### config.mk
export PLATFORM = sky130hd
export DESIGN_NAME = cube_pattern_index_core
export DESIGN_NICKNAME = d
export VERILOG_FILES = /design/src/rtl/cpi_pkg.sv /design/src/rtl/cpi_edge_group.sv /design/src/rtl/cube_pattern_index_core.sv
export SDC_FILE = /design/constraint.sdc
export NUM_CORES = 2
export LEC_CHECK = 0
export BUFFER_PORTS_ARGS = -buffer_cell sky130_fd_sc_hd__buf_2
export CORE_ASPECT_RATIO = 0.9
export CORE_UTILIZATION = 58
export DETAILED_ROUTE_END_ITERATION = 7
export PLACE_DENSITY = 0.89
export SKIP_LAST_GASP = 1
export SLEW_MARGIN = 0
export SYNTH_ARGS = -nofsm -noshare
export SYNTH_HDL_FRONTEND = slang
export SYNTH_SLANG_ARGS = --single-unit
### constraint.sdc
create_clock -name clk_i -period 5.54 [get_ports clk_i]
set_clock_uncertainty 0.1 [all_clocks]
set_input_delay 1.385 -clock clk_i [delete_from_list [all_inputs] [get_ports clk_i]]
set_output_delay 1.385 -clock clk_i [all_outputs]
set_load 0.05 [all_outputs]
### src/rtl/cpi_pkg.sv
// Shared types and constants for the cube pattern index pipeline.
package cpi_pkg;

  localparam int unsigned NUM_CORNERS = 8;
  localparam int unsigned NUM_EDGES   = 12;
  localparam int unsigned GROUP_SIZE  = 6;
  localparam int unsigned FLIP_BITS   = 5;
  localparam int unsigned GROUP_W     = 24;

  localparam logic [GROUP_W-1:0] GROUP_A_RESET = 24'd5517840;
  localparam logic [GROUP_W-1:0] GROUP_B_RESET = 24'd12228726;
  localparam logic [3:0]         MAX_SLOT      = 4'd11;
  localparam logic [26:0]        TWIST_STATES  = 27'd2187;

  typedef enum logic [0:0] {
    REG_GROUP_A = 1'b0,
    REG_GROUP_B = 1'b1
  } cpi_reg_e;

  // per-stage advance enables
  typedef struct packed {
    logic s1;
    logic s2;
    logic s3;
  } cpi_adv_t;

  localparam logic [15:0] FACT7 [NUM_CORNERS] =
    '{16'd5040, 16'd720, 16'd120, 16'd24, 16'd6, 16'd2, 16'd1, 16'd1};
  localparam logic [9:0] FACT5 [GROUP_SIZE] =
    '{10'd120, 10'd24, 10'd6, 10'd2, 10'd1, 10'd1};
  // weight of twist digit i, position 0 most significant
  localparam logic [9:0] POW3 [NUM_CORNERS-1] =
    '{10'd729, 10'd243, 10'd81, 10'd27, 10'd9, 10'd3, 10'd1};

endpackage

### src/rtl/cpi_edge_group.sv
// Edge group index: slot select, rank normalize, Lehmer rank and flip bits.
module cpi_edge_group (
  input  logic                       clk_i,
  input  cpi_pkg::cpi_adv_t          adv_i,
  input  logic [cpi_pkg::GROUP_W-1:0] group_i,
  input  logic [47:0]                edge_perm_i,
  input  logic [11:0]                edge_ori_i,
  output logic                       bad_o,
  output logic [14:0]                index_o
);
  import cpi_pkg::*;

  logic [3:0] ep [NUM_EDGES];
  logic [3:0] val_d [GROUP_SIZE];
  logic [3:0] val_q [GROUP_SIZE];
  logic [FLIP_BITS-1:0] flip_d, flip_q, flip2_q;
  logic [2:0] nrm_d [GROUP_SIZE];
  logic [2:0] nrm_q [GROUP_SIZE];
  logic [9:0] rank;

  // slot select
  always_comb begin
    logic [3:0] slot;
    bad_o  = 1'b0;
    flip_d = '0;
    for (int i = 0; i < NUM_EDGES; i++) begin
      ep[i] = edge_perm_i[4*i +: 4];
    end
    for (int i = 0; i < GROUP_SIZE; i++) begin
      slot = group_i[4*i +: 4];
      if (slot > MAX_SLOT) begin
        bad_o = 1'b1;
        slot  = 4'd0;
      end
      val_d[i] = ep[slot];
      if (i < FLIP_BITS) begin
        flip_d[FLIP_BITS-1-i] = edge_ori_i[slot];
      end
    end
  end

  always_ff @(posedge clk_i) begin
    if (adv_i.s1) begin
      val_q  <= val_d;
      flip_q <= flip_d;
    end
  end

  // rank within the group
  always_comb begin
    logic [2:0] cnt;
    for (int i = 0; i < GROUP_SIZE; i++) begin
      cnt = 3'd0;
      for (int j = 0; j < GROUP_SIZE; j++) begin
        if (val_q[j] < val_q[i]) cnt = cnt + 3'd1;
      end
      nrm_d[i] = cnt;
    end
  end

  always_ff @(posedge clk_i) begin
    if (adv_i.s2) begin
      nrm_q   <= nrm_d;
      flip2_q <= flip_q;
    end
  end

  // Lehmer rank of the normalized list
  always_comb begin
    logic [2:0] cnt;
    rank = 10'd0;
    for (int i = 0; i < GROUP_SIZE; i++) begin
      cnt = 3'd0;
      for (int j = i + 1; j < GROUP_SIZE; j++) begin
        if (nrm_q[j] < nrm_q[i]) cnt = cnt + 3'd1;
      end
      rank = rank + 10'(10'(cnt) * FACT5[i]);
    end
  end

  assign index_o = {rank, flip2_q};

endmodule

### src/rtl/cube_pattern_index_core.sv
// Cube pattern index core: corner and edge pattern-database indices, per cube state.
//
// Input channel: in_valid_i / in_ready_o carry one packed cube state per word
// (corner and edge permutations, twists and flips). Output channel:
// out_valid_o / out_ready_i carry one result word per input word, in order:
// corner index, edge group A and B indices, solved flag, edge bound, bad flag.
// out_valid_o rises once the word has passed the stage 1, 2 and 3 registers. With
// out_ready_i held high one word is accepted and one delivered every cycle.
// The three stages are: slot select and corner Lehmer counts, rank sums and
// group normalize, then the corner multiply-add and the group Lehmer rank into
// the output register. Each stage holds its word while the next one is full and
// stalled, so a stalled receiver fills the empty stages before in_ready_o drops.
// The edge groups are written through cfg_we_i / cfg_idx_i / cfg_wdata_i; the user
// must write them only while the pipeline is empty, the block does not enforce it.
// Reset empties the pipeline and loads the default groups (slots 0..5 and 6..11).
module cube_pattern_index_core (
  input  logic                        clk_i,
  input  logic                        rst_ni,
  input  logic                        cfg_we_i,
  input  cpi_pkg::cpi_reg_e           cfg_idx_i,
  input  logic [cpi_pkg::GROUP_W-1:0] cfg_wdata_i,
  input  logic                        in_valid_i,
  output logic                        in_ready_o,
  input  logic [23:0]                 corner_perm_i,
  input  logic [15:0]                 corner_ori_i,
  input  logic [47:0]                 edge_perm_i,
  input  logic [11:0]                 edge_ori_i,
  output logic                        out_valid_o,
  input  logic                        out_ready_i,
  output logic [26:0]                 corner_index_o,
  output logic [14:0]                 edge_index_a_o,
  output logic [14:0]                 edge_index_b_o,
  output logic                        solved_o,
  output logic [1:0]                  edge_bound_o,
  output logic                        bad_input_o
);
  import cpi_pkg::*;

  cpi_adv_t adv;

  logic [GROUP_W-1:0] group_a_q, group_b_q;
  logic v1_q, v2_q, v3_q;

  // stage 1
  logic [2:0]  cp [NUM_CORNERS];
  logic [1:0]  co [NUM_CORNERS];
  logic [2:0]  lehmer_d [NUM_CORNERS];
  logic [2:0]  lehmer_q [NUM_CORNERS];
  logic [11:0] ccode_d, ccode_q, ccode2_q;
  logic [3:0]  wrong;
  logic        solved_d, solved_q, solved2_q;
  logic [1:0]  bound_d, bound_q, bound2_q;
  logic        bad_corner, bad_a, bad_b;
  logic        bad_q, bad2_q;

  // stage 2
  logic [15:0] crank_d, crank_q;

  // stage 3
  logic [14:0] idx_a, idx_b;
  logic [26:0] cidx;
  logic [26:0] corner_index_q;
  logic [14:0] edge_index_a_q, edge_index_b_q;
  logic        solved3_q, bad3_q;
  logic [1:0]  bound3_q;

  assign adv.s3     = !v3_q || out_ready_i;
  assign adv.s2     = !v2_q || adv.s3;
  assign adv.s1     = !v1_q || adv.s2;
  assign in_ready_o = adv.s1;

  // config registers
  always_ff @(posedge clk_i or negedge rst_ni) begin
    if (!rst_ni) begin
      group_a_q <= GROUP_A_RESET;
      group_b_q <= GROUP_B_RESET;
    end else if (cfg_we_i) begin
      unique case (cfg_idx_i)
        REG_GROUP_A: group_a_q <= cfg_wdata_i;
        REG_GROUP_B: group_b_q <= cfg_wdata_i;
        default: ;
      endcase
    end
  end

  always_ff @(posedge clk_i or negedge rst_ni) begin
    if (!rst_ni) begin
      v1_q <= 1'b0;
      v2_q <= 1'b0;
      v3_q <= 1'b0;
    end else begin
      if (adv.s1) v1_q <= in_valid_i;
      if (adv.s2) v2_q <= v1_q;
      if (adv.s3) v3_q <= v2_q;
    end
  end

  // stage 1: corner Lehmer digits, twist code, edge checks
  always_comb begin
    logic [2:0] cnt;
    bad_corner = 1'b0;
    solved_d   = 1'b1;
    ccode_d    = 12'd0;
    wrong      = 4'd0;
    for (int i = 0; i < NUM_CORNERS; i++) begin
      cp[i] = corner_perm_i[3*i +: 3];
      co[i] = corner_ori_i[2*i +: 2];
    end
    for (int i = 0; i < NUM_CORNERS; i++) begin
      cnt = 3'd0;
      for (int j = i + 1; j < NUM_CORNERS; j++) begin
        if (cp[j] < cp[i]) cnt = cnt + 3'd1;
      end
      lehmer_d[i] = cnt;
      if (co[i] == 2'd3) bad_corner = 1'b1;
      if (cp[i] != 3'(i) || co[i] != 2'd0) solved_d = 1'b0;
    end
    for (int i = 0; i < NUM_CORNERS - 1; i++) begin
      ccode_d = ccode_d + 12'(12'(co[i]) * 12'(POW3[i]));
    end
    for (int i = 0; i < NUM_EDGES; i++) begin
      if (edge_perm_i[4*i +: 4] != 4'(i) || edge_ori_i[i]) wrong = wrong + 4'd1;
    end
    if (wrong != 4'd0) solved_d = 1'b0;
    bound_d = 2'((5'(wrong) + 5'd3) >> 2);
  end

  cpi_edge_group u_group_a (
    .clk_i       (clk_i),
    .adv_i       (adv),
    .group_i     (group_a_q),
    .edge_perm_i (edge_perm_i),
    .edge_ori_i  (edge_ori_i),
    .bad_o       (bad_a),
    .index_o     (idx_a)
  );

  cpi_edge_group u_group_b (
    .clk_i       (clk_i),
    .adv_i       (adv),
    .group_i     (group_b_q),
    .edge_perm_i (edge_perm_i),
    .edge_ori_i  (edge_ori_i),
    .bad_o       (bad_b),
    .index_o     (idx_b)
  );

  always_ff @(posedge clk_i) begin
    if (adv.s1) begin
      lehmer_q <= lehmer_d;
      ccode_q  <= ccode_d;
      solved_q <= solved_d;
      bound_q  <= bound_d;
      bad_q    <= bad_corner || bad_a || bad_b;
    end
  end

  // stage 2: corner rank
  always_comb begin
    crank_d = 16'd0;
    for (int i = 0; i < NUM_CORNERS; i++) begin
      crank_d = crank_d + 16'(16'(lehmer_q[i]) * FACT7[i]);
    end
  end

  always_ff @(posedge clk_i) begin
    if (adv.s2) begin
      crank_q   <= crank_d;
      ccode2_q  <= ccode_q;
      solved2_q <= solved_q;
      bound2_q  <= bound_q;
      bad2_q    <= bad_q;
    end
  end

  // stage 3: corner index, zeroing on bad input
  assign cidx = 27'(27'(crank_q) * TWIST_STATES) + 27'(ccode2_q);

  always_ff @(posedge clk_i) begin
    if (adv.s3) begin
      corner_index_q <= bad2_q ? 27'd0 : cidx;
      edge_index_a_q <= bad2_q ? 15'd0 : idx_a;
      edge_index_b_q <= bad2_q ? 15'd0 : idx_b;
      solved3_q      <= solved2_q;
      bound3_q       <= bound2_q;
      bad3_q         <= bad2_q;
    end
  end

  assign out_valid_o    = v3_q;
  assign corner_index_o = corner_index_q;
  assign edge_index_a_o = edge_index_a_q;
  assign edge_index_b_o = edge_index_b_q;
  assign solved_o       = solved3_q;
  assign edge_bound_o   = bound3_q;
  assign bad_input_o    = bad3_q;

  a_bad_zeroes: assert property (@(posedge clk_i) disable iff (!rst_ni)
    out_valid_o && bad_input_o |->
      corner_index_o == 27'd0 && edge_index_a_o == 15'd0 && edge_index_b_o == 15'd0)
    else $error("bad word with nonzero index");

  a_solved_bound: assert property (@(posedge clk_i) disable iff (!rst_ni)
    out_valid_o && solved_o |-> edge_bound_o == 2'd0)
    else $error("solved word with nonzero edge bound");

  a_full_stall: assert property (@(posedge clk_i) disable iff (!rst_ni)
    !in_ready_o |-> out_valid_o && !out_ready_i && v1_q && v2_q)
    else $error("input stalled with room in the pipeline");

  a_index_range: assert property (@(posedge clk_i) disable iff (!rst_ni)
    out_valid_o |-> edge_index_a_o <= 15'd23039 && edge_index_b_o <= 15'd23039)
    else $error("edge index out of range");

endmodule
# Word level (Yosys, flattened, before mapping)
# Cells that the tools add are included.
# totals
out_inout_bits	63
reg_bits	285
wordCells	683
# classes
bitwise_logic	13
n_reduce_logical	42
addsub	134
n_mux	231
mul	18
eq_ne	26
magnitude_cmp	164
# ops
operator	n
3-bit two-way mux	101
4-bit < comparator	72
3-bit by 1-bit adder with 3-bit output (second input constant)	81
4-bit binary-select mux with 4-bit select	12
4-bit two-way mux	47
3-bit < comparator	58
1-bit two-way mux	61
5-bit >= comparator (second input constant)	12
4-bit NOT with 5-bit output	12
4-bit by 5-bit < comparator with 1-bit output (second input constant)	10
4-bit > comparator (second input constant)	12
4-bit by 1-bit adder with 4-bit output (second input constant)	11
1-bit by 1-bit adder with 2-bit output (second input constant)	20
1-bit binary-select mux with 4-bit select	10
3-bit by 2-bit multiplier with 5-bit output (second input constant)	6
27-bit by 12-bit adder with 27-bit output	1
16-bit by 12-bit multiplier with 27-bit output (second input constant)	1
1-bit logical OR	25
3-bit by 4-bit multiplier with 7-bit output (second input constant)	3
10-bit by 1-bit adder with 10-bit output	2
10-bit by 4-bit adder with 10-bit output	2
10-bit by 6-bit adder with 10-bit output	2
10-bit by 8-bit adder with 10-bit output	2
16-bit by 10-bit adder with 16-bit output	1
35 further kinds	64

# Logic depth before layout (Yosys ltp)
# logic_depth
depth_word	27
mapped_depth	31

# By module
# Synthesis repeated with hierarchy kept, for this count alone.
# unflattened
hier_cells	3588
hier_area_um2	35437.7
# by_module_without_submodules
mod	instances	cells_each	area_per_inst_um2	seq_area_each_um2
cube_pattern_index_core	1	1445	16060.4	5114.9
cpi_edge_group (u_group_a)	1	1086	9849.4	1561.5
cpi_edge_group (u_group_b)	1	1057	9527.9	1561.5

# Worst setup path after synthesis
# No wires, ideal clock.
# synth_timing
path_type	input-to-reg
startpoint	input port edge_perm_i[5]
endpoint	register bound_q[1] (data pin)
t_arrival_ns	6.453
setup_ns	0.259
required_ns	5.181
setup_slack_ns	-1.272
path_stages	26
n_path_buf	0
cell_sequence	or4_1 -> inv_1 -> ha_1 -> xnor2_2 -> xnor2_1 -> inv_1 -> ha_1 -> xor2_1 -> nor3_1 -> a211o_1 -> inv_1 -> ha_1 -> xor2_1 -> nand3_1 -> o21ai_0 -> a21oi_1 -> ha_1 -> xnor2_1 -> nor3_1 -> nor3_1 -> ha_1 -> mux2_2 -> ha_1 -> o21ai_2 -> nor2_1 -> xnor2_1
# synth_between
elab_chain_len	24
# synth_rtl
item	line_no	source
start: declaration	cube_pattern_index_core.sv:26	input logic [47:0] edge_perm_i,
4-bit by 1-bit inequality test with 1-bit output (*)	cube_pattern_index_core.sv:122	if (edge_perm_i[4*i +: 4] != 4'(i) || edge_ori_i[i]) wrong = wrong + 4'd1;
1-bit logical OR (*)	cube_pattern_index_core.sv:122	
4-bit two-way mux (*)	cube_pattern_index_core.sv:122	
4-bit by 1-bit adder with 4-bit output	cube_pattern_index_core.sv:122	
4-bit two-way mux (*)	cube_pattern_index_core.sv:122	
4-bit by 1-bit adder with 4-bit output	cube_pattern_index_core.sv:122	
4-bit two-way mux (*)	cube_pattern_index_core.sv:122	
4-bit by 1-bit adder with 4-bit output	cube_pattern_index_core.sv:122	
(+9 left out)	--	
4-bit by 1-bit adder with 4-bit output	cube_pattern_index_core.sv:122	
4-bit two-way mux (*)	cube_pattern_index_core.sv:122	
4-bit by 1-bit adder with 4-bit output	cube_pattern_index_core.sv:122	
4-bit two-way mux (*)	cube_pattern_index_core.sv:122	
4-bit by 1-bit adder with 4-bit output	cube_pattern_index_core.sv:122	
4-bit two-way mux (*)	cube_pattern_index_core.sv:122	
4-bit by 2-bit adder with 4-bit output (*)	cube_pattern_index_core.sv:125	bound_d = 2'((5'(wrong) + 5'd3) >> 2);
via bound_d[1]	cube_pattern_index_core.sv:52	logic [1:0] bound_d, bound_q, bound2_q;
end signal: assignment	cube_pattern_index_core.sv:153	bound_q <= bound_d;
end: declaration	cube_pattern_index_core.sv:52	
# Mark *: on every way through the listed nets, which the timed path passes. The rest lies on a longest branch.
# A chain may end at the register's enable or synchronous reset.

# Worst setup path after layout
# layout_timing
startpoint	input port edge_perm_i[6]
endpoint	register bound_q[1] (data pin)
# Same word-level chain as after synthesis.

==> summary by stage <==
Detailed routing
For this run, the detailed router's first-pass iteration total came to 8. The via count is ~30,000. In this run, the number of DRC markers left after iteration 0 of detailed routing was roughly 3,800. The post-route DRC violation count is 92. Wires add up to roughly 100,000 um. The detailed-route wire length per cell is approximately 22 um. The routed via count divided by cell count is 6.34. The detail route stage leaves a number of antenna-violating nets equal to 0.

Synthesis
By area the synthesized netlist is led by ha_1 22%, edfxtp_1 21%, fa_1 6.8%. The number of warning messages in the yosys log is 0. Synthesis produced a netlist whose cell count is about 3,700. The share of synthesized flip-flops with an asynchronous set or reset is roughly 18%.

The net count of the mapped netlist is 4,503. In the post-synthesis netlist, the cell with the most instances is ha_1. After synthesis, flip-flops and latches occupy around a quarter of the total area. The count of different cell masters after synthesis is 78.

Sorting the synthesized cells by how often they occur yields 581 x ha_1, 451 x nand2_1, 413 x inv_1. Yosys mapped a number of flops with a built-in enable equal to between 200 and 250. The post-synthesis register bit count is approximately 280. The synthesized design devotes to its leading area cell type a little over a fifth of total area.

The post-synthesis instance area is ~33,000 sq um. The synthesized design spends more area on one cell type than any other, namely ha_1. In the synthesized netlist the dominant register cell turns out to be edfxtp_1. Dividing the synthesized area by the synthesized cell count gives roughly 9 sq um.

Min path
The worst hold path terminates at u_group_b.flip2_q[4]. The startpoint identified for the worst hold timing path is u_group_b.flip_q[4]. The worst min-delay path category is reg2reg. Counting instances, the worst hold path has a depth of 0.

Final layout
The net count of the finished layout is around 4,700. The register area is just over 8000 sq um. Relative to the synthesized area, the layout overhead comes to 13.3%. The count of filler cells inserted in the layout is ~4,200. The share of cells above drive strength 1 is between 10% and 20%.

In the final layout, the multi-input gates occupy ~24,000 sq um. The area of all placed cells without fillers is about 38,000 sq um.

Worst setup path
The most frequent cell on the critical path is nor2_1. The endpoint of the lowest-slack register-to-register path is edge_index_a_o[14]. In this design, the stage delay of the slowest critical-path cell is between 0.4 and 0.5 ns. For flop-to-flop paths, the worst setup slack is -0.23 ns.

Data arrives at the worst endpoint at 6.41 ns. Counting cells, the worst reg-to-reg path comes to 27. The launching element type of the critical path is a primary input.

The worst setup path is captured at a flop. The worst-path cell with the longest stage delay is or4_4. The worst setup path is of the in2reg kind. STA puts the critical path data required time at roughly 5.8 ns.

The reg-to-reg critical path startpoint is u_group_a.nrm_q[16]. The maximum fanout count along the critical path is 3.

STA
Measured against its own limit, the worst slew margin works out to -4.71%. Setup slack on the critical path of the routed design comes to -0.602 ns. Setup repair after global routing could not meet its margin everywhere. The part of the cycle the worst path needs is 111%. The worst-case hold slack is 0.320 ns. The max-slew violation count is 2. The slew at the pin with the worst max-slew slack is ~1.5 ns. Setup violations remaining at the end of the flow were counted as 6. The achievable frequency is roughly 160 MHz. The final hold violation count is 0.

The minimum period implied by the final worst setup slack is between 6 and 7 ns.

Placed design
The half-perimeter wire length after detailed placement is between 70,000 and 80,000 um. At the end of routability-driven placement, the weighted congestion stood at between 1 and 1.5. The placed standard-cell area is 36,000 sq um. The total of buffers placed on input and output ports is about 190.

Die
The die covers just under 60,000 sq um. The standard cell core area is between 50,000 and 60,000 sq um. For this design the top-level I/O count stands at about 190. In this run the horizontal extent of the chip is approximately 260 um. The standard-cell row count is 83. The height of the chip is about 230 um. Once the floorplan was initialized, standard cells occupied approximately 60% of the core.

Global routing
The initial antenna violation count came to 11. Global routing consumed, over all layers together, around a third of the routing resources. Entering global routing, the biggest net connects 59 pins. The number of global-route vias before repair is roughly 29,000.

The total global routing overflow is 0. The first global-routing pass estimated 157,000 um of wire.

Clock network
The clock root buffer master is clkbuf_16. The number of levels in the clock H-tree is 1. The number of buffers added by the clock tree synthesis step is 31. The clock passes through at most 3 buffers.

After clock tree synthesis, the clock-pin slew on the worst setup and hold paths is 0.07 ns. The clock tree from TritonCTS is built. The number of sinks handled by clock tree synthesis is 282. The source-to-sink clock delay at the later pin of the worst-skew pair is just over 0.6 ns.

Outcome
The checks that failed: design-rule violations, max-capacitance violations, max-slew violations, negative setup slack. The flow ran to the end, but the final reports show violations.

Flow run
Max-cap violations in this run came to 1.
-- worst max-delay path, delay by kind of cell --
| kind | cells | cell delay (ns) |
|---|---|---|
| AOI/OAI and AO/OA | 9 | 1.05 |
| xor gates and xnor gates | 4 | 0.73 |
| adders and majority gates | 5 | 1.27 |
| buffers and inverters | 2 | 0.17 |
| muxes | 1 | 0.31 |
| and+or+nand+nor | 10 | 1.49 |
-- registers in the layout (all words and copies together) (netlist names), 12 cells and up --
name,count
ccode_q,12
corner_index_o,27
lehmer_q,18
edge_index_a_o,15
u_group_a.val_q,24
edge_index_b_o,15
group_b_q,24
u_group_b.val_q,24
u_group_a.nrm_q,18
u_group_b.nrm_q,18
group_a_q,24
ccode2_q,12
crank_q,16
-- worst max path at each step --
stage                   start         end  slack (ns)  depth (start not counted)
6_report       edge_perm_i[6]  bound_q[1]       -0.60                         31
3_3_place_gp   edge_perm_i[6]  bound_q[1]       -1.17                         31
4_1_cts        edge_perm_i[6]    solved_q       -0.45                         31
3_5_place_dp   edge_perm_i[6]  bound_q[1]       -1.28                         31
2_1_floorplan  edge_perm_i[6]  bound_q[1]       -0.93                         28
5_1_grt        edge_perm_i[6]  bound_q[1]       -0.77                         31
-- timing repair --
action / 4_1_cts / 5_1_grt
setup buffers: 19 / 20
endpoints found under the hold margin: 0 / 0
resized for setup: 41 / 63
endpoints found under the setup margin: 11 / 19
pin swaps: 37 / 44
hold buffers: 0 / 0
-- cell type report --
class	instances	share of cell area (%)
Multi-Input combinational cell	2801	62.4
Sequential cell	282	21.7
Timing Repair Buffer	387	6.52
Inverter	415	4.13
Tap cell	765	2.52
Clock buffer	35	2.08
Clock inverter	23	0.584
Antenna cell	5	0.0330
-- placed cells by master, fill, tap and decap left out, types with 13 or more instances in the layout --
master	synthesis	final
a211oi_1	47	47
a21o_1	120	120
a21oi_1	223	203
a21oi_2	0	18
a221oi_1	32	31
a311oi_1	46	45
a31oi_1	69	69
a41o_1	24	24
and2_1	22	22
buf_2	2	189
buf_4	0	189
clkbuf_16	0	31
dfrtp_1	31	31
dfstp_2	20	20
edfxtp_1	231	231
fa_1	113	106
ha_1	581	559
ha_4	0	19
inv_1	413	402
mux2_2	89	86
mux2i_1	79	79
nand2_1	451	448
nand2b_1	113	110
nand3_1	29	29
nor2_1	121	117
nor2b_1	76	75
nor3_1	15	14
o211ai_1	13	13
o21ai_0	86	81
o22ai_1	105	105
xnor2_1	142	129
xnor2_2	3	13
xor2_1	60	56
-- kinds of logic after synthesis --
logic type / share of synthesized area, %
AOI/OAI and AO/OA: 16.7
muxes: 5.49
adders and majority gates: 28.5
DFF: 24.6
and+or+nand+nor: 12.3
xor gates and xnor gates: 5.79
buffers and inverters: 6.70
-- per-layer routing --
layer	routed length, um	track usage (%)	up-vias
li1	-	-	13503
met1	38900	42.6	13806
met2	44200	52.2	1910
met3	12800	11.4	652
met4	7790	19.0	18
met5	148	0.168	-
-- per-stage QoR --
stage          TNS, ns  cells  worst slack [ns]  utilization, %
2_1_floorplan   -46.56   3679            -0.933               -
3_3_place_gp     -3.88   4611             -1.17            63.2
3_5_place_dp     -5.63   4611             -1.28            63.2
4_1_cts          -1.46   4688            -0.453            65.6
5_1_grt          -3.72   4710            -0.773            66.5
6_report         -2.16   4713            -0.602            66.5
Power is not shown: default switching activity piles up to over one toggle a cycle in this logic, so the estimate is an artifact.
